--- src/rtl/pcalc_pkg.sv ---
// Package for the postfix stack calculator: sizes, function and error codes,
// and the word and control structs shared by the core, the stack RAM and the ALU.
// No dependencies.
`timescale 1ns / 1ps

package pcalc_pkg;

  // Sizing of the operand stack and the Q format.
  localparam int STACK_DEPTH = 16;
  localparam int FRAC_BITS   = 16;

  localparam int DATA_W  = 32;
  localparam int FUNC_W  = 3;
  localparam int DEPTH_W = 5;
  localparam int ERR_W   = 2;
  localparam int CNT_W   = $clog2(STACK_DEPTH + 1);
  localparam int ADDR_W  = $clog2(STACK_DEPTH);
  localparam int NUM_W   = DATA_W + FRAC_BITS;
  localparam int ADD_W   = DATA_W + 2;
  localparam int ITER_W  = $clog2(NUM_W);

  // Function codes carried by the command word.
  localparam logic [FUNC_W-1:0] FN_PUSH = 3'd0;
  localparam logic [FUNC_W-1:0] FN_ADD  = 3'd1;
  localparam logic [FUNC_W-1:0] FN_SUB  = 3'd2;
  localparam logic [FUNC_W-1:0] FN_MUL  = 3'd3;
  localparam logic [FUNC_W-1:0] FN_DIV  = 3'd4;

  // Error codes reported with every result word.
  localparam logic [ERR_W-1:0] ERR_OK    = 2'd0;
  localparam logic [ERR_W-1:0] ERR_DIV0  = 2'd1;
  localparam logic [ERR_W-1:0] ERR_UNDER = 2'd2;
  localparam logic [ERR_W-1:0] ERR_OVER  = 2'd3;

  typedef enum logic [1:0] {
    ALU_ADD,
    ALU_SUB,
    ALU_MUL,
    ALU_DIV
  } alu_op_t;

  typedef struct packed {
    logic [FUNC_W-1:0]        func;
    logic signed [DATA_W-1:0] push_value;
  } cmd_t;

  typedef struct packed {
    logic signed [DATA_W-1:0] top_value;
    logic [DEPTH_W-1:0]       stack_depth;
    logic [ERR_W-1:0]         error_code;
  } res_t;

  typedef struct packed {
    logic                     start;
    alu_op_t                  op;
    logic signed [DATA_W-1:0] a;
    logic signed [DATA_W-1:0] b;
  } alu_req_t;

  typedef struct packed {
    logic                     done;
    logic signed [DATA_W-1:0] result;
  } alu_rsp_t;

endpackage

--- src/rtl/pcalc_stack.sv ---
// Operand stack storage for the postfix calculator: one write port and one
// registered read port. Depends on pcalc_pkg.
`timescale 1ns / 1ps

module pcalc_stack (
  input  logic                           clk,
  input  logic                           wr_en,
  input  logic [pcalc_pkg::ADDR_W-1:0]   wr_addr,
  input  logic [pcalc_pkg::DATA_W-1:0]   wr_data,
  input  logic                           rd_en,
  input  logic [pcalc_pkg::ADDR_W-1:0]   rd_addr,
  output logic [pcalc_pkg::DATA_W-1:0]   rd_data
);

  logic [pcalc_pkg::DATA_W-1:0] mem [pcalc_pkg::STACK_DEPTH];

  always_ff @(posedge clk) begin
    if (wr_en) begin
      mem[wr_addr] <= wr_data;
    end
  end

  always_ff @(posedge clk) begin
    if (rd_en) begin
      rd_data <= mem[rd_addr];
    end
  end

endmodule

--- src/rtl/pcalc_alu.sv ---
// Shared arithmetic unit of the postfix calculator: one adder serves saturating
// add and subtract, a shift-add signed multiply and a restoring divide.
// Depends on pcalc_pkg.
`timescale 1ns / 1ps

module pcalc_alu (
  input  logic                clk,
  input  logic                rst,
  input  pcalc_pkg::alu_req_t req,
  output pcalc_pkg::alu_rsp_t rsp
);

  localparam int DATA_W = pcalc_pkg::DATA_W;
  localparam int ADD_W  = pcalc_pkg::ADD_W;
  localparam int NUM_W  = pcalc_pkg::NUM_W;
  localparam int ITER_W = pcalc_pkg::ITER_W;
  localparam int EXT_W  = ADD_W - DATA_W;
  localparam int PROD_W = 2 * DATA_W;

  localparam logic signed [DATA_W-1:0] DATA_MAX = {1'b0, {(DATA_W-1){1'b1}}};
  localparam logic signed [DATA_W-1:0] DATA_MIN = {1'b1, {(DATA_W-1){1'b0}}};
  localparam logic signed [ADD_W-1:0]  ADD_MAX  = {{EXT_W{1'b0}}, DATA_MAX};
  localparam logic signed [ADD_W-1:0]  ADD_MIN  = {{EXT_W{1'b1}}, DATA_MIN};
  localparam logic signed [PROD_W-1:0] PROD_MAX = {{DATA_W{1'b0}}, DATA_MAX};
  localparam logic signed [PROD_W-1:0] PROD_MIN = {{DATA_W{1'b1}}, DATA_MIN};
  localparam logic [NUM_W-1:0]         Q_POS_LIM = NUM_W'(DATA_MAX);
  localparam logic [NUM_W-1:0]         Q_NEG_LIM = NUM_W'({1'b0, DATA_MIN});

  typedef enum logic [1:0] {
    S_IDLE,
    S_MUL,
    S_DIV,
    S_FIN
  } state_t;

  state_t                   state;
  pcalc_pkg::alu_op_t       op_q;
  logic signed [ADD_W-1:0]  hi;
  logic [NUM_W-1:0]         lo;
  logic [DATA_W-1:0]        mcand;
  logic                     neg;
  logic [ITER_W-1:0]        cnt;
  logic                     done;
  logic signed [DATA_W-1:0] result;

  logic signed [ADD_W-1:0]  add_x;
  logic signed [ADD_W-1:0]  add_y;
  logic signed [ADD_W-1:0]  add_sum;
  logic                     add_sub;
  logic                     last_mul;
  logic                     last_div;
  logic [DATA_W-1:0]        a_mag;
  logic [DATA_W-1:0]        b_mag;
  logic signed [DATA_W-1:0] add_sat;
  logic signed [PROD_W-1:0] prod;
  logic signed [PROD_W-1:0] prod_sh;
  logic signed [DATA_W-1:0] mul_sat;
  logic signed [DATA_W-1:0] div_sat;

  assign last_mul = (cnt == ITER_W'(DATA_W - 1));
  assign last_div = (cnt == ITER_W'(NUM_W - 1));

  assign a_mag = req.a[DATA_W-1] ? (~req.a + DATA_W'(1)) : req.a;
  assign b_mag = req.b[DATA_W-1] ? (~req.b + DATA_W'(1)) : req.b;

  // The single adder. In the multiply the last step subtracts, since the
  // multiplier's top bit carries negative weight. In the divide the
  // remainder is shifted left with the next numerator bit and the divisor
  // is tried against it.
  always_comb begin
    add_x   = '0;
    add_y   = '0;
    add_sub = 1'b0;
    unique case (state)
      S_IDLE: begin
        add_x   = {{EXT_W{req.a[DATA_W-1]}}, req.a};
        add_y   = {{EXT_W{req.b[DATA_W-1]}}, req.b};
        add_sub = (req.op == pcalc_pkg::ALU_SUB);
      end
      S_MUL: begin
        add_x   = hi;
        add_y   = lo[0] ? {{EXT_W{mcand[DATA_W-1]}}, mcand} : '0;
        add_sub = last_mul;
      end
      S_DIV: begin
        add_x   = {hi[ADD_W-2:0], lo[NUM_W-1]};
        add_y   = {{EXT_W{1'b0}}, mcand};
        add_sub = 1'b1;
      end
      S_FIN: begin
        add_x   = '0;
      end
      default: begin
        add_x   = '0;
      end
    endcase
    add_sum = add_sub ? (add_x - add_y) : (add_x + add_y);
  end

  always_comb begin
    if (add_sum > ADD_MAX) begin
      add_sat = DATA_MAX;
    end else if (add_sum < ADD_MIN) begin
      add_sat = DATA_MIN;
    end else begin
      add_sat = add_sum[DATA_W-1:0];
    end
  end

  // The arithmetic shift of the signed product rounds toward minus infinity.
  assign prod    = {hi[DATA_W-1:0], lo[DATA_W-1:0]};
  assign prod_sh = prod >>> pcalc_pkg::FRAC_BITS;

  always_comb begin
    if (prod_sh > PROD_MAX) begin
      mul_sat = DATA_MAX;
    end else if (prod_sh < PROD_MIN) begin
      mul_sat = DATA_MIN;
    end else begin
      mul_sat = prod_sh[DATA_W-1:0];
    end
  end

  // The quotient of the magnitudes is truncated, so negating it truncates
  // toward zero.
  always_comb begin
    if (!neg) begin
      div_sat = (lo > Q_POS_LIM) ? DATA_MAX : lo[DATA_W-1:0];
    end else begin
      div_sat = (lo > Q_NEG_LIM) ? DATA_MIN : (~lo[DATA_W-1:0] + DATA_W'(1));
    end
  end

  always_ff @(posedge clk) begin
    if (rst) begin
      state <= S_IDLE;
      done  <= 1'b0;
    end else begin
      done <= 1'b0;
      unique case (state)
        S_IDLE: begin
          if (req.start) begin
            op_q <= req.op;
            hi   <= '0;
            cnt  <= '0;
            unique case (req.op)
              pcalc_pkg::ALU_ADD, pcalc_pkg::ALU_SUB: begin
                result <= add_sat;
                done   <= 1'b1;
              end
              pcalc_pkg::ALU_MUL: begin
                lo    <= NUM_W'(req.b);
                mcand <= req.a;
                state <= S_MUL;
              end
              pcalc_pkg::ALU_DIV: begin
                lo    <= NUM_W'(a_mag) << pcalc_pkg::FRAC_BITS;
                mcand <= b_mag;
                neg   <= req.a[DATA_W-1] ^ req.b[DATA_W-1];
                state <= S_DIV;
              end
              default: begin
                state <= S_IDLE;
              end
            endcase
          end
        end
        S_MUL: begin
          hi  <= add_sum >>> 1;
          lo  <= NUM_W'({add_sum[0], lo[DATA_W-1:1]});
          cnt <= cnt + ITER_W'(1);
          if (last_mul) begin
            state <= S_FIN;
          end
        end
        S_DIV: begin
          if (!add_sum[ADD_W-1]) begin
            hi <= add_sum;
          end else begin
            hi <= add_x;
          end
          lo  <= {lo[NUM_W-2:0], ~add_sum[ADD_W-1]};
          cnt <= cnt + ITER_W'(1);
          if (last_div) begin
            state <= S_FIN;
          end
        end
        S_FIN: begin
          result <= (op_q == pcalc_pkg::ALU_MUL) ? mul_sat : div_sat;
          done   <= 1'b1;
          state  <= S_IDLE;
        end
        default: begin
          state <= S_IDLE;
        end
      endcase
    end
  end

  assign rsp.done   = done;
  assign rsp.result = result;

endmodule

--- src/rtl/postfix_stack_calculator_core.sv ---
// Top level of the postfix stack calculator: command sequencer, top-of-stack
// register and depth count, around pcalc_stack and pcalc_alu.
// Depends on pcalc_pkg, pcalc_stack and pcalc_alu.
`timescale 1ns / 1ps

// Channel | Direction | Handshake          | Word
// cmd     | in        | cmd_valid/cmd_stall | func, push_value
// res     | out       | res_valid/res_stall | top_value, stack_depth, error_code
//
// Each command word gives exactly one result word. A push, an undefined
// function or a rejected operation needs no ALU pass; multiply takes one
// multiplier bit per cycle and divide one quotient bit per cycle through
// the shared adder, and the divide sets the worst-case rate.
// Reset empties the stack at once. A new word is taken while the previous result
// still waits in the output register; a stalled result holds only the last step.

module postfix_stack_calculator_core (
  input  logic            clk,
  input  logic            rst,
  input  logic            cmd_valid,
  output logic            cmd_stall,
  input  pcalc_pkg::cmd_t cmd,
  output logic            res_valid,
  input  logic            res_stall,
  output pcalc_pkg::res_t res
);

  localparam int DATA_W  = pcalc_pkg::DATA_W;
  localparam int CNT_W   = pcalc_pkg::CNT_W;
  localparam int ADDR_W  = pcalc_pkg::ADDR_W;
  localparam int DEPTH_W = pcalc_pkg::DEPTH_W;

  typedef enum logic [2:0] {
    ST_IDLE,
    ST_EXEC,
    ST_READ,
    ST_CALC,
    ST_DONE
  } state_t;

  state_t                           state;
  logic [pcalc_pkg::FUNC_W-1:0]     func_q;
  logic signed [DATA_W-1:0]         pv_q;
  logic signed [DATA_W-1:0]         tos;
  logic [CNT_W-1:0]                 count;
  logic [pcalc_pkg::ERR_W-1:0]      err_q;

  logic [CNT_W-1:0]                 cnt_m1;
  logic [CNT_W-1:0]                 cnt_m2;
  logic                             is_op;
  logic                             full;
  logic                             slot_free;
  logic                             res_load;
  logic                             mem_wr;
  logic                             mem_rd;
  logic [DATA_W-1:0]                mem_rd_data;
  pcalc_pkg::alu_op_t               alu_op;
  pcalc_pkg::alu_req_t              alu_req;
  pcalc_pkg::alu_rsp_t              alu_rsp;

  assign cnt_m1    = count - CNT_W'(1);
  assign cnt_m2    = count - CNT_W'(2);
  assign full      = (count == CNT_W'(pcalc_pkg::STACK_DEPTH));
  assign is_op     = (func_q == pcalc_pkg::FN_ADD) || (func_q == pcalc_pkg::FN_SUB) ||
                     (func_q == pcalc_pkg::FN_MUL) || (func_q == pcalc_pkg::FN_DIV);
  assign slot_free = !res_valid || !res_stall;
  assign res_load  = (state == ST_DONE) && slot_free;
  assign cmd_stall = (state != ST_IDLE);

  // The top entry lives in tos; the memory holds the entries beneath it, so a
  // push spills the old top and an operation reads only the second entry.
  assign mem_wr = (state == ST_EXEC) && (func_q == pcalc_pkg::FN_PUSH) &&
                  (count != '0) && !full;
  assign mem_rd = (state == ST_EXEC);

  pcalc_stack u_stack (
    .clk     (clk),
    .wr_en   (mem_wr),
    .wr_addr (cnt_m1[ADDR_W-1:0]),
    .wr_data (tos),
    .rd_en   (mem_rd),
    .rd_addr (cnt_m2[ADDR_W-1:0]),
    .rd_data (mem_rd_data)
  );

  always_comb begin
    unique case (func_q)
      pcalc_pkg::FN_SUB: alu_op = pcalc_pkg::ALU_SUB;
      pcalc_pkg::FN_MUL: alu_op = pcalc_pkg::ALU_MUL;
      pcalc_pkg::FN_DIV: alu_op = pcalc_pkg::ALU_DIV;
      default:           alu_op = pcalc_pkg::ALU_ADD;
    endcase
  end

  assign alu_req.start = (state == ST_READ);
  assign alu_req.op    = alu_op;
  assign alu_req.a     = mem_rd_data;
  assign alu_req.b     = tos;

  pcalc_alu u_alu (
    .clk (clk),
    .rst (rst),
    .req (alu_req),
    .rsp (alu_rsp)
  );

  always_ff @(posedge clk) begin
    if (rst) begin
      state     <= ST_IDLE;
      count     <= '0;
      res_valid <= 1'b0;
    end else begin
      // A fresh result word may replace one that leaves at this same edge.
      if (res_load) begin
        res_valid <= 1'b1;
      end else if (res_valid && !res_stall) begin
        res_valid <= 1'b0;
      end
      unique case (state)
        ST_IDLE: begin
          if (cmd_valid) begin
            func_q <= cmd.func;
            pv_q   <= cmd.push_value;
            state  <= ST_EXEC;
          end
        end
        ST_EXEC: begin
          err_q <= pcalc_pkg::ERR_OK;
          state <= ST_DONE;
          if (func_q == pcalc_pkg::FN_PUSH) begin
            if (full) begin
              err_q <= pcalc_pkg::ERR_OVER;
            end else begin
              tos   <= pv_q;
              count <= count + CNT_W'(1);
            end
          end else if (is_op) begin
            // Too few entries is checked before a zero divisor.
            if (count < CNT_W'(2)) begin
              err_q <= pcalc_pkg::ERR_UNDER;
            end else if ((func_q == pcalc_pkg::FN_DIV) && (tos == '0)) begin
              err_q <= pcalc_pkg::ERR_DIV0;
            end else begin
              state <= ST_READ;
            end
          end
        end
        ST_READ: begin
          state <= ST_CALC;
        end
        ST_CALC: begin
          if (alu_rsp.done) begin
            tos   <= alu_rsp.result;
            count <= cnt_m1;
            state <= ST_DONE;
          end
        end
        ST_DONE: begin
          if (slot_free) begin
            res.top_value   <= (count != '0) ? tos : '0;
            res.stack_depth <= DEPTH_W'(count);
            res.error_code  <= err_q;
            state           <= ST_IDLE;
          end
        end
        default: begin
          state <= ST_IDLE;
        end
      endcase
    end
  end

  // A new result word only ever comes out of the completion state.
  a_res_from_done: assert property (@(posedge clk) disable iff (rst)
    (!$past(rst) && $rose(res_valid)) |-> $past(state == ST_DONE))
    else $error("result word raised outside the completion state");

  // One command moves the depth by one entry at most.
  a_count_step: assert property (@(posedge clk) disable iff (rst)
    (!$past(rst) && (count != $past(count))) |->
      ((count == $past(count) + CNT_W'(1)) || (count == $past(count) - CNT_W'(1))))
    else $error("stack depth jumped by more than one entry");

  // The ALU is only started once the underflow and zero-divisor checks pass.
  a_guarded_start: assert property (@(posedge clk) disable iff (rst)
    (state == ST_READ) |->
      ((count >= CNT_W'(2)) && ((func_q != pcalc_pkg::FN_DIV) || (tos != '0))))
    else $error("operation started on a rejected stack");

  // The ALU answers only while the sequencer waits for it.
  a_alu_done_in_calc: assert property (@(posedge clk) disable iff (rst)
    alu_rsp.done |-> (state == ST_CALC))
    else $error("ALU completion outside the wait state");

endmodule

--- config.mk ---
export PLATFORM = sky130hd
export DESIGN_NAME = postfix_stack_calculator_core
export DESIGN_NICKNAME = d
export VERILOG_FILES = /design/src/rtl/pcalc_pkg.sv /design/src/rtl/pcalc_stack.sv /design/src/rtl/pcalc_alu.sv /design/src/rtl/postfix_stack_calculator_core.sv
export SDC_FILE = /design/constraint.sdc
export NUM_CORES = 1
export LEC_CHECK = 0
export ABC_AREA = 1
export BUFFER_PORTS_ARGS = -buffer_cell sky130_fd_sc_hd__buf_2
export CAP_MARGIN = 15
export CELL_PAD_IN_SITES_DETAIL_PLACEMENT = 0
export CELL_PAD_IN_SITES_GLOBAL_PLACEMENT = 2
export CORE_MARGIN = 1
export CORE_UTILIZATION = 30
export CTS_CLUSTER_DIAMETER = 60
export DETAILED_ROUTE_END_ITERATION = 8
export PLACE_DENSITY = 0.63
export SETUP_SLACK_MARGIN = 0.02
export SLEW_MARGIN = 30
export SYNTH_ARGS = -nofsm -noshare
export SYNTH_HDL_FRONTEND = slang
export SYNTH_SLANG_ARGS = --single-unit
--- constraint.sdc ---
create_clock -name clk -period 10.84 [get_ports clk]
set_input_delay 0.542 -clock clk [delete_from_list [all_inputs] [get_ports clk]]
set_output_delay 0.542 -clock clk [all_outputs]
set_load 0.03 [all_outputs]
Word level (Yosys, flattened, before mapping)
Memory sizes are Yosys's and may differ from the RTL's. A register that Yosys moved wholly into a read port is not among the register bits.
Cells that the tools add are included.
- bits of input ports: 39
- register bits: 275
- memories kept: 1
- word-level logic and storage cells: 173
- bits in writable memories: 512
- output and inout port bits: 41
- memories (name ; depth ; bits a word ; read ports ; clocked after memory_dff ; wr ports ; line ; source):
    u_stack.mem ; 16 ; 32 ; 1 ; 1 ; 1 ; pcalc_stack.sv:15 ; logic [pcalc_pkg::DATA_W-1:0] mem [pcalc_pkg::STACK_DEPTH];
- add/sub/neg operators: 9
- equality and inequality tests: 28
- bitwise gates (word level): 6
- reduce and logical (&&, ||, !) cells: 42
- mux-type cells: 61
- order comparisons: 7
- operators by type and width (operator ; number):
    32-bit 2-to-1 mux ; 15
    34-bit one-hot mux with 3 select lines ; 2
    32-bit one-hot mux with 2 select lines ; 3
    48-bit one-hot mux with 3 select lines ; 1
    34-bit 2-to-1 mux ; 4
    34-bit one-hot mux with 4 select lines ; 1
    48-bit by 32-bit greater-than comparator with 1-bit output, second input constant ; 2
    32-bit inverter ; 3
    48-bit one-hot mux with 2 select lines ; 1
    32-bit by 2-bit adder with 32-bit output, second input constant ; 2
    48-bit by 31-bit greater-than comparator with 1-bit output, second input constant ; 1
    48-bit by 32-bit less-than comparator with 1-bit output, second input constant ; 1
    48-bit 2-to-1 mux ; 1
    34-bit adder ; 1
    34-bit by 32-bit greater-than comparator with 1-bit output, second input constant ; 1
    34-bit by 32-bit less-than comparator with 1-bit output, second input constant ; 1
    34-bit subtractor ; 1
    32-bit by 1-bit adder with 32-bit output, second input constant ; 1
    32-bit logical NOT ; 1
    4-bit AND reduction ; 6
    3-bit 2-to-1 mux ; 7
    3-bit AND reduction ; 6
    5-bit 2-to-1 mux ; 3
    3-bit one-hot mux with 5 select lines ; 1
    other kinds (39) ; 87

Depth between registers and ports, before layout
Gate-level depths: netlist of the first run.
- depth in word-level cells: 11
- depth in mapped cells: 39
- depth with buffers taken out: 36

By module
A second synthesis of the first run with hierarchy kept.
- cell total of the unflattened synthesis: 4781
- area total of the unflattened synthesis: 43101.3 µm²
- modules (own cells, without submodules) (module ; times used ; seq. area each (µm²) ; cells each ; area each (µm²)):
    pcalc_stack ; 1 ; 16335.7 ; 2120 ; 23050.9
    pcalc_alu ; 1 ; 4714.5 ; 2238 ; 15299.7
    postfix_stack_calculator_core ; 1 ; 3423.3 ; 423 ; 4750.8

Worst setup path before layout of the first run
No wires, ideal clock.
- path type: register -> register
- from: reg state[0]
- to: reg tos[0], enable pin
- path buffers: 1
- data required time: 10.419 ns
- library setup time: 0.421 ns
- setup slack: 5.413 ns
- period minus slack after synthesis: 5.427 ns
- cell stages (with the launch flop): 7
- arrival time: 5.005 ns
- path through: dfxtp_1 > inv_1 > nor3_1 > nand3_1 > a221o_1 > clkbuf_1 > nor2_1
- longest elaborated chain between the ends: 3
- elaborated cells between the ends (all ways): 7
- classes of those cells: eq/ne (5); reduce/logical (2)
- ends and longest elaborated chain (what ; line ; source):
    start, declared ; postfix_stack_calculator_core.sv:41 ; state_t state;
    start signal, assigned ; postfix_stack_calculator_core.sv:109 ; state <= ST_IDLE;
    start signal, assigned ; postfix_stack_calculator_core.sv:124 ; state <= ST_EXEC;
    start signal, assigned ; postfix_stack_calculator_core.sv:129 ; state <= ST_DONE;
    3-bit by 1-bit == test with 1-bit output or 3-bit by 2-bit == test with 1-bit output (tied branches) ; postfix_stack_calculator_core.sv:119 ; unique case (state)
    2-bit by 1-bit inequality test with 1-bit output (no line), or another cell as far along ; n/a ;
    5-bit AND reduction (no line) (*) ; n/a ;
    end signal, assigned ; postfix_stack_calculator_core.sv:134 ; tos <= pv_q;
    end signal, assigned ; postfix_stack_calculator_core.sv:153 ; tos <= alu_rsp.result;
    end, declared ; postfix_stack_calculator_core.sv:44 ; logic signed [DATA_W-1:0] tos;
Every way passes the cells marked *; elsewhere a longest branch is shown, timed or not.
A chain may end at the register's enable or synchronous reset.

Worst setup path in the final report of the first run
- from: reg u_alu.state[1]
- to: reg u_alu.result[11], data pin
- longest elaborated chain between the ends: 10
- elaborated cells between the ends (all ways): 17
- classes of those cells: add/sub (2); order compare (2); eq/ne (3); mux (9); reduce/logical (1)
- ends and longest elaborated chain (what ; line ; source):
    start, declared ; pcalc_alu.sv:36 ; state_t state;
    start signal, assigned ; pcalc_alu.sv:136 ; state <= S_IDLE;
    start signal, assigned ; pcalc_alu.sv:154 ; state <= S_MUL;
    start signal, assigned ; pcalc_alu.sv:160 ; state <= S_DIV;
    2-bit == test, or another cell as far along ; pcalc_alu.sv:74, pcalc_alu.sv:140 ;
    34-bit one-hot mux with 4 select lines or 34-bit one-hot mux with 3 select lines (tied branches) ; pcalc_alu.sv:74 ; unique case (state)
    34-bit adder or 34-bit subtractor (tied branches) ; pcalc_alu.sv:97 ; add_sum = add_sub ? (add_x - add_y) : (add_x + add_y);
    34-bit 2-to-1 mux ; pcalc_alu.sv:97 ;
    34-bit by 32-bit less-than comparator with 1-bit output ; pcalc_alu.sv:103 ; end else if (add_sum < ADD_MIN) begin
    32-bit 2-to-1 mux ; pcalc_alu.sv:103 ;
    32-bit 2-to-1 mux ; pcalc_alu.sv:101 ; if (add_sum > ADD_MAX) begin
    32-bit 2-to-1 mux ; pcalc_alu.sv:146 ; unique case (req.op)
    32-bit 2-to-1 mux ; pcalc_alu.sv:142 ; if (req.start) begin
    32-bit one-hot mux with 2 select lines (*) ; pcalc_alu.sv:140 ; unique case (state)
    end signal, assigned ; pcalc_alu.sv:148 ; result <= add_sat;
    end signal, assigned ; pcalc_alu.sv:189 ; result <= (op_q == pcalc_pkg::ALU_MUL) ? mul_sat : div_sat;
    end, declared ; pcalc_alu.sv:44 ; logic signed [DATA_W-1:0] result;
Every way passes the cells marked *; elsewhere a longest branch is shown, timed or not. The select of a mux whose other input is x is not followed.

==> results of run 1 <==
==> stage by stage <==
stage | cells | worst slack [ns] | util, % | power [mW]
final | 6032 | 4.655 | 35.28 | 7.980
after floorplan | 4091 | 5.413 | - | 4.103
after global placement | 5791 | 4.812 | 32.23 | 4.442
after CTS | 6028 | 4.688 | 35.26 | 8.048
after global routing | 6030 | 4.085 | 35.28 | 8.241
after detailed placement | 5795 | 4.753 | 32.32 | 4.439
==> synth_stat cells (8+ instances only) <==
master and n:
nand2_1 811, edfxtp_1 807, nor2_1 461, o21ai_0 426, inv_1 306, nand3_1 290
clkbuf_1 193, o221ai_1 154, xor2_1 102, a21oi_1 99, ha_1 53, o211ai_1 53
nor3_1 38, o22ai_1 37, o21ai_1 27, nand4_1 26, xnor2_1 24, nor4_1 20
a221o_1 17, buf_2 17, inv_2 13, dfxtp_1 12, a31oi_1 10, buf_4 9
buf_6 8, clkinv_1 8
==> per-layer routing <==
layer	global-route usage (%)	up-vias
met5	0	-
met3	2.851	206
met1	32.30	15910
met2	38.02	957
li1	-	14670
met4	6.945	4
==> worst max-delay path by stage <==
stage	slack [ns]	cells after the start	from	end
after floorplan	5.41	6	state[0]$_SDFFE_PP0P_	tos[0]$_DFFE_PP_
after global placement	4.81	33	u_alu.state[0]$_SDFFE_PP0P_	u_alu.result[0]$_DFFE_PP_
after detailed placement	4.75	34	u_alu.state[1]$_SDFFE_PP0P_	u_alu.result[11]$_DFFE_PP_
after CTS	4.69	34	u_alu.state[1]$_SDFFE_PP0P_	u_alu.result[13]$_DFFE_PP_
after global routing	4.08	34	u_alu.state[1]$_SDFFE_PP0P_	u_alu.result[0]$_DFFE_PP_
final	4.65	34	u_alu.state[1]$_SDFFE_PP0P_	u_alu.result[11]$_DFFE_PP_
==> kinds of logic (layout without fill, tap and decap cells) <==
family                     Yosys count  after routing  synth area share, %
and+or+nand+nor                   1673           1673                16.99
AOI/OAI and AO/OA                  858            858                12.96
DFF                                819            819                60.19
buffers and inverters              561            731                5.462
xor gates and xnor gates           126            126                2.714
adders and majority gates           54             54                1.680
other                                0              3                    0
==> what timing repair did <==
item / CTS / global route
resized for setup: 0 / 0
hold buffers: 35 / 0
hold endpoints to repair: 35 / 0
==> registers in the layout, indices dropped and copies added, names as in the netlist, 2 cells and up <==
register	flops
count	5
u_stack.mem	512
tos	32
u_alu.hi	34
pv_q	32
state	3
err_q	2
u_alu.result	32
u_alu.lo	48
u_stack.rd_data	32
u_alu.cnt	6
u_alu.mcand	32
func_q	3
res	39
u_alu.op_q	2
u_alu.state	2
==> layout make-up <==
class / count / area (µm²)
inverters: 327 / 1244
well taps: 1768 / 2212
flip-flops and latches: 819 / 24480
clock inverters: 84 / 949.7
multi-input cells: 2711 / 14200
fillers: 13600 / 86690
clock buffers: 114 / 2640
diodes: 3 / 7.507
repair buffers: 206 / 1536
==> worst min-delay path: stages <==
cell and delay [ns]:
buf_2 0.10, nand2_1 0.14, a21oi_1 0.11
==> where the power goes <==
part	internal, mW	total [mW]	switching [mW]
Combinational	0.228	0.824	0.596
Clock	2.12	3.59	1.48
Sequential	3.50	3.56	0.0613
Total	5.85	7.98	2.13
==> results.sh, run 1 <==
export IMPL_syn_nets=4184
export IMPL_finalSetupTns_ns=0
export IMPL_worst_pin_slew_ns=1.004
export IMPL_hold_depth=3
export IMPL_syn_area_mm2=0.04066
export IMPL_yosysTopAreaCell="edfxtp_1"
export IMPL_wl_met2_um=76010
export IMPL_finClkSkew_ns=0.09498
export IMPL_cpPeakStageDelay_ns=0.49
export IMPL_ys_warn_count=0
export IMPL_worstReg2RegEnd="u_alu.result[11]$_DFFE_PP_"
export IMPL_boundaryPins=80
export IMPL_cpMaxStageDelayCell="buf_4"
export IMPL_fp_row_count=134
export IMPL_grt_pass1_vias=30570
export IMPL_worstSetupPathType="reg -> reg"
export IMPL_insertion_delay_ns=0.76
export IMPL_gr_total_overflow=0
export IMPL_hold_path_class="in -> reg"
export IMPL_placed_cell_area_mm2=0.04329
export IMPL_cts_root_buf="clkbuf_16"
export IMPL_max_slew_margin_pct=33.04
export IMPL_report_final_hold_viol_count=0
export IMPL_dp_hpwl_um=105800
export IMPL_mostFrequentLayoutCell="nand2_1"
export IMPL_status="finished, final reports clean"
export IMPL_nets=4262
export IMPL_worst_hold_slack_ns=0.2089
export IMPL_drc=0
export IMPL_start_util_pct=30.35
export IMPL_synthTopCellsByArea="edfxtp_1 60%, nand2_1 7.5%, o21ai_0 5.2%, nor2_1 4.3%, nand3_1 3.6%"
export IMPL_met3WireLength_um=8300
export IMPL_path_buf_inv=6
export IMPL_grt_max_degree=120
export IMPL_r2r_cells=34
export IMPL_cp_start_kind="flop"
export IMPL_layout_common_cells="809 x nand2_1, 807 x edfxtp_1, 439 x nor2_1, 424 x o21ai_0, 302 x inv_1"
export IMPL_cp_end_kind="flop"
export IMPL_fin_area_mm2=0.04727
export IMPL_track_usage_pct=23.33
export IMPL_antenna_left=0
export IMPL_cts_num_sinks=819
export IMPL_p_per_area_mw_per_mm2=168.8
export IMPL_min_to="res_valid$_SDFFE_PP0P_"
export IMPL_cts_max_path_buffers=3
export IMPL_wl_per_cell_um=26.86
export IMPL_gp_congestion=0.8526
export IMPL_first_pass_iters=5
export IMPL_synth_seq_cells=819
export IMPL_path_common_cell="nand2_1"
export IMPL_cts_buffers=104
export IMPL_crit_family="simple AND/OR/NAND/NOR gates"
export IMPL_die_y_um=370.1
export IMPL_drive_gt1_share_pct=9.857
export IMPL_viasPerCell=5.262
export IMPL_vdd_ir_drop_worst_mv=0.1285
export IMPL_die_width_um=370.1
export IMPL_drt_iter0_markers=3060
export IMPL_slew_viol_final=0
export IMPL_htreeDepth=3
export IMPL_io_buffer_count=79
export IMPL_vias=31740
export IMPL_postCtsSetupBuffers=0
export IMPL_wirelength_um=162000
export IMPL_fin_crit_ns=6.185
export IMPL_worstPathRequired_ns=11.43
export IMPL_timing_max_cap_violations=0
export IMPL_ys_flop_type="edfxtp_1"
export IMPL_synth_edff_count=807
export IMPL_wl_met1_um=72910
export IMPL_post_route_period_util_pct=57.06
export IMPL_grt_pass1_wl_um=228900
export IMPL_arrival_ns=6.77
export IMPL_min_from="res_stall"
export IMPL_cts_tree="built"
export IMPL_synthArstFlopShare_pct=0
export IMPL_yosysTopAreaCellShare_pct=59.60
export IMPL_synth_distinct_cells=52
export IMPL_areaGrowthSynthToFinish_pct=16.25
export IMPL_syn_inst=4091
export IMPL_synth_seq_area_share_pct=60.19
export IMPL_cp_max_fo=44
export IMPL_antenna_found_initial=21
export IMPL_setup_violations=0
export IMPL_core_mm2=0.1340
export IMPL_syn_area_per_cell_um2=9.938
export IMPL_rr_startpoint="u_alu.state[1]$_SDFFE_PP0P_"
export IMPL_fmax_mhz=161.7
export IMPL_die_area_mm2=0.1370
export IMPL_rsz0062_at_grt="no"
export IMPL_cellLeakagePower_nw=17.51
export IMPL_rrSetupSlack_ns=4.65
export IMPL_path_clk_slew_ns=0.06
export IMPL_topRoutingLayerUsed="met5"
(Power assumes the default switching activity.)
==> inputs of run 2 (changes only) <==
Settings changed: PLACE_DENSITY 0.63 to 0.65.
Clock period 10.84 ns to 4.99 ns, I/O delays scaled along.
==> run 2 against run 1 <==
  * Power grew 120%
  * Worst hold slack lost 0.15 ns
  * Core utilization grew 1.6 points
  * Critical endpoint is now u_alu.hi[24]$_DFFE_PP_
==> results.sh, run 2 (synthesis results as in run 1) <==
export IMPL_min_to="state[0]$_SDFFE_PP0P_"
export IMPL_fin_crit_ns=4.832
export IMPL_die_y_um=370.1
export IMPL_gp_congestion=0.8908
export IMPL_timing_max_cap_violations=0
export IMPL_cp_start_kind="flop"
export IMPL_finalSetupTns_ns=0
export IMPL_mostFrequentLayoutCell="edfxtp_1"
export IMPL_core_mm2=0.1340
export IMPL_cpMaxStageDelayCell="edfxtp_1"
export IMPL_worst_hold_slack_ns=0.05791
export IMPL_path_clk_slew_ns=0.06
export IMPL_cts_tree="built"
export IMPL_first_pass_iters=6
export IMPL_rr_startpoint="u_alu.lo[0]$_DFFE_PP_"
export IMPL_cts_buffers=101
export IMPL_r2r_cells=29
export IMPL_setup_violations=0
export IMPL_arrival_ns=5.24
export IMPL_cpPeakStageDelay_ns=0.50
export IMPL_areaGrowthSynthToFinish_pct=21.53
export IMPL_grt_max_degree=179
export IMPL_nets=4452
export IMPL_rsz0062_at_grt="yes"
export IMPL_worst_pin_slew_ns=0.9951
export IMPL_insertion_delay_ns=0.72
export IMPL_min_from="cmd_valid"
export IMPL_dp_hpwl_um=106100
export IMPL_gr_total_overflow=0
export IMPL_path_buf_inv=6
export IMPL_fp_row_count=134
export IMPL_topRoutingLayerUsed="met4"
export IMPL_antenna_left=0
export IMPL_worstReg2RegEnd="u_alu.hi[24]$_DFFE_PP_"
export IMPL_status="finished, final reports clean"
export IMPL_layout_common_cells="807 x edfxtp_1, 785 x nand2_1, 426 x nor2_1, 419 x o21ai_0, 297 x inv_1"
export IMPL_crit_family="simple AND/OR/NAND/NOR gates"
export IMPL_wl_met1_um=74150
export IMPL_die_width_um=370.1
export IMPL_cts_root_buf="clkbuf_16"
export IMPL_fmax_mhz=206.9
export IMPL_wl_per_cell_um=25.75
export IMPL_cellLeakagePower_nw=18.57
export IMPL_stdcell_count=6214
export IMPL_slew_viol_final=0
export IMPL_io_buffer_count=79
export IMPL_grt_pass1_vias=30840
export IMPL_die_area_mm2=0.1370
export IMPL_vdd_ir_drop_worst_mv=0.2569
export IMPL_rrSetupSlack_ns=0.16
export IMPL_drt_iter0_markers=3081
export IMPL_wirelength_um=160000
export IMPL_cts_num_sinks=819
export IMPL_place_inst=5961
export IMPL_finClkSkew_ns=0.04524
export IMPL_grt_pass1_wl_um=226100
export IMPL_start_util_pct=30.35
export IMPL_largest_reg_flops=512
export IMPL_hold_depth=5
export IMPL_top_regs="u_stack.mem (512), u_alu.lo (48), res (39)"
export IMPL_wl_met2_um=74050
export IMPL_antenna_found_initial=0
export IMPL_finalWorstSetupSlack_ns=0.1575
export IMPL_drc=0
export IMPL_cts_max_path_buffers=3
export IMPL_boundaryPins=80
export IMPL_largest_register="u_stack.mem"
export IMPL_cp_max_fo=28
export IMPL_worstPathRequired_ns=5.40
export IMPL_track_usage_pct=22.74
export IMPL_hold_path_class="in -> reg"
export IMPL_htreeDepth=3
export IMPL_pre_cts_slack_ns=-0.07314
export IMPL_cp_end_kind="flop"
export IMPL_met3WireLength_um=8152
export IMPL_post_route_period_util_pct=96.84
export IMPL_report_final_hold_viol_count=0
export IMPL_vias=32620
export IMPL_worstSetupPathType="reg -> reg"
export IMPL_drive_gt1_share_pct=15.16
export IMPL_max_slew_margin_pct=33.05
export IMPL_power_mw=17.61
export IMPL_viasPerCell=5.250
export IMPL_p_per_area_mw_per_mm2=356.4
## run 2: cell types whose count changed in the layout (fill, tap and decap cells not counted), moves of 9 or more
cell / before / now
ha_1: 49 / 40
nand2_2: 6 / 27
buf_12: 0 / 22
clkbuf_1: 10 / 20
buf_4: 87 / 245
a21oi_2: 1 / 10
ha_4: 0 / 10
a21oi_1: 97 / 87
nand2_1: 809 / 785
nor2_1: 439 / 426
## run 2: worst reg2reg max path, delay by kind of cell, from the launching register on
family	cells	cell delay, ns
simple gates	19	2.25
buf+inv	6	0.98
flops	1	0.50
compound gates	2	0.35
fa+ha+maj	1	0.28
xor+xnor	1	0.17
## run 2: area by class of cell
type,instances,area (µm²)
repair buffers,399,3400
inverters,327,1239
well taps,1768,2212
diodes,1,2.502
flip-flops and latches,819,24480
multi-input cells,2711,14690
clock inverters,65,719.4
clock buffers,124,2666
fillers,13350,84550
## run 2: worst max-delay path by stage
stage / start / endpoint / slack (ns) / cells past startpoint
floorplan: u_alu.state[0]$_SDFFE_PP0P_ / u_alu.hi[6]$_DFFE_PP_ / 0.57 / 34
global placement: u_alu.state[0]$_SDFFE_PP0P_ / u_alu.hi[6]$_DFFE_PP_ / -0.03 / 33
detailed placement: u_alu.state[0]$_SDFFE_PP0P_ / u_alu.hi[15]$_DFFE_PP_ / -0.07 / 33
CTS: u_alu.state[0]$_SDFFE_PP0P_ / u_alu.hi[27]$_DFFE_PP_ / 0.04 / 32
global route: u_alu.state[0]$_SDFFE_PP0P_ / u_alu.hi[12]$_DFFE_PP_ / -0.11 / 31
finish: u_alu.lo[0]$_DFFE_PP_ / u_alu.hi[24]$_DFFE_PP_ / 0.16 / 29
## run 2: metrics by stage
| step | instance area (µm²) | utilization [%] |
|---|---|---|
| after floorplan | 40670 | - |
| after global placement | 44710 | 33.38 |
| after detailed placement | 44770 | 33.42 |
| after CTS | 48540 | 36.23 |
| after global routing | 49410 | 36.88 |
| final | 49410 | 36.88 |
## run 2: per-layer routing
layer  vias to the layer above  GRT usage [%]
met4                         0          6.119
met2                      1045          36.42
met3                       206          2.406
met1                     16330          32.50
met5                         -              0
li1                      15040              -
## run 2: power breakdown
group,internal [mW],switching (mW)
logic,0.907,1.49
registers,7.61,0.103
clock network,4.48,3.03
## run 2: repair_timing
action | CTS | global route
endpoints found under the setup margin | 66 | 67
cloned | 0 | 9
hold endpoints to repair | 36 | 0
gates resized for setup | 6 | 108
hold buffers | 36 | 0
setup buffers | 0 | 17
pin swaps | 1 | 36
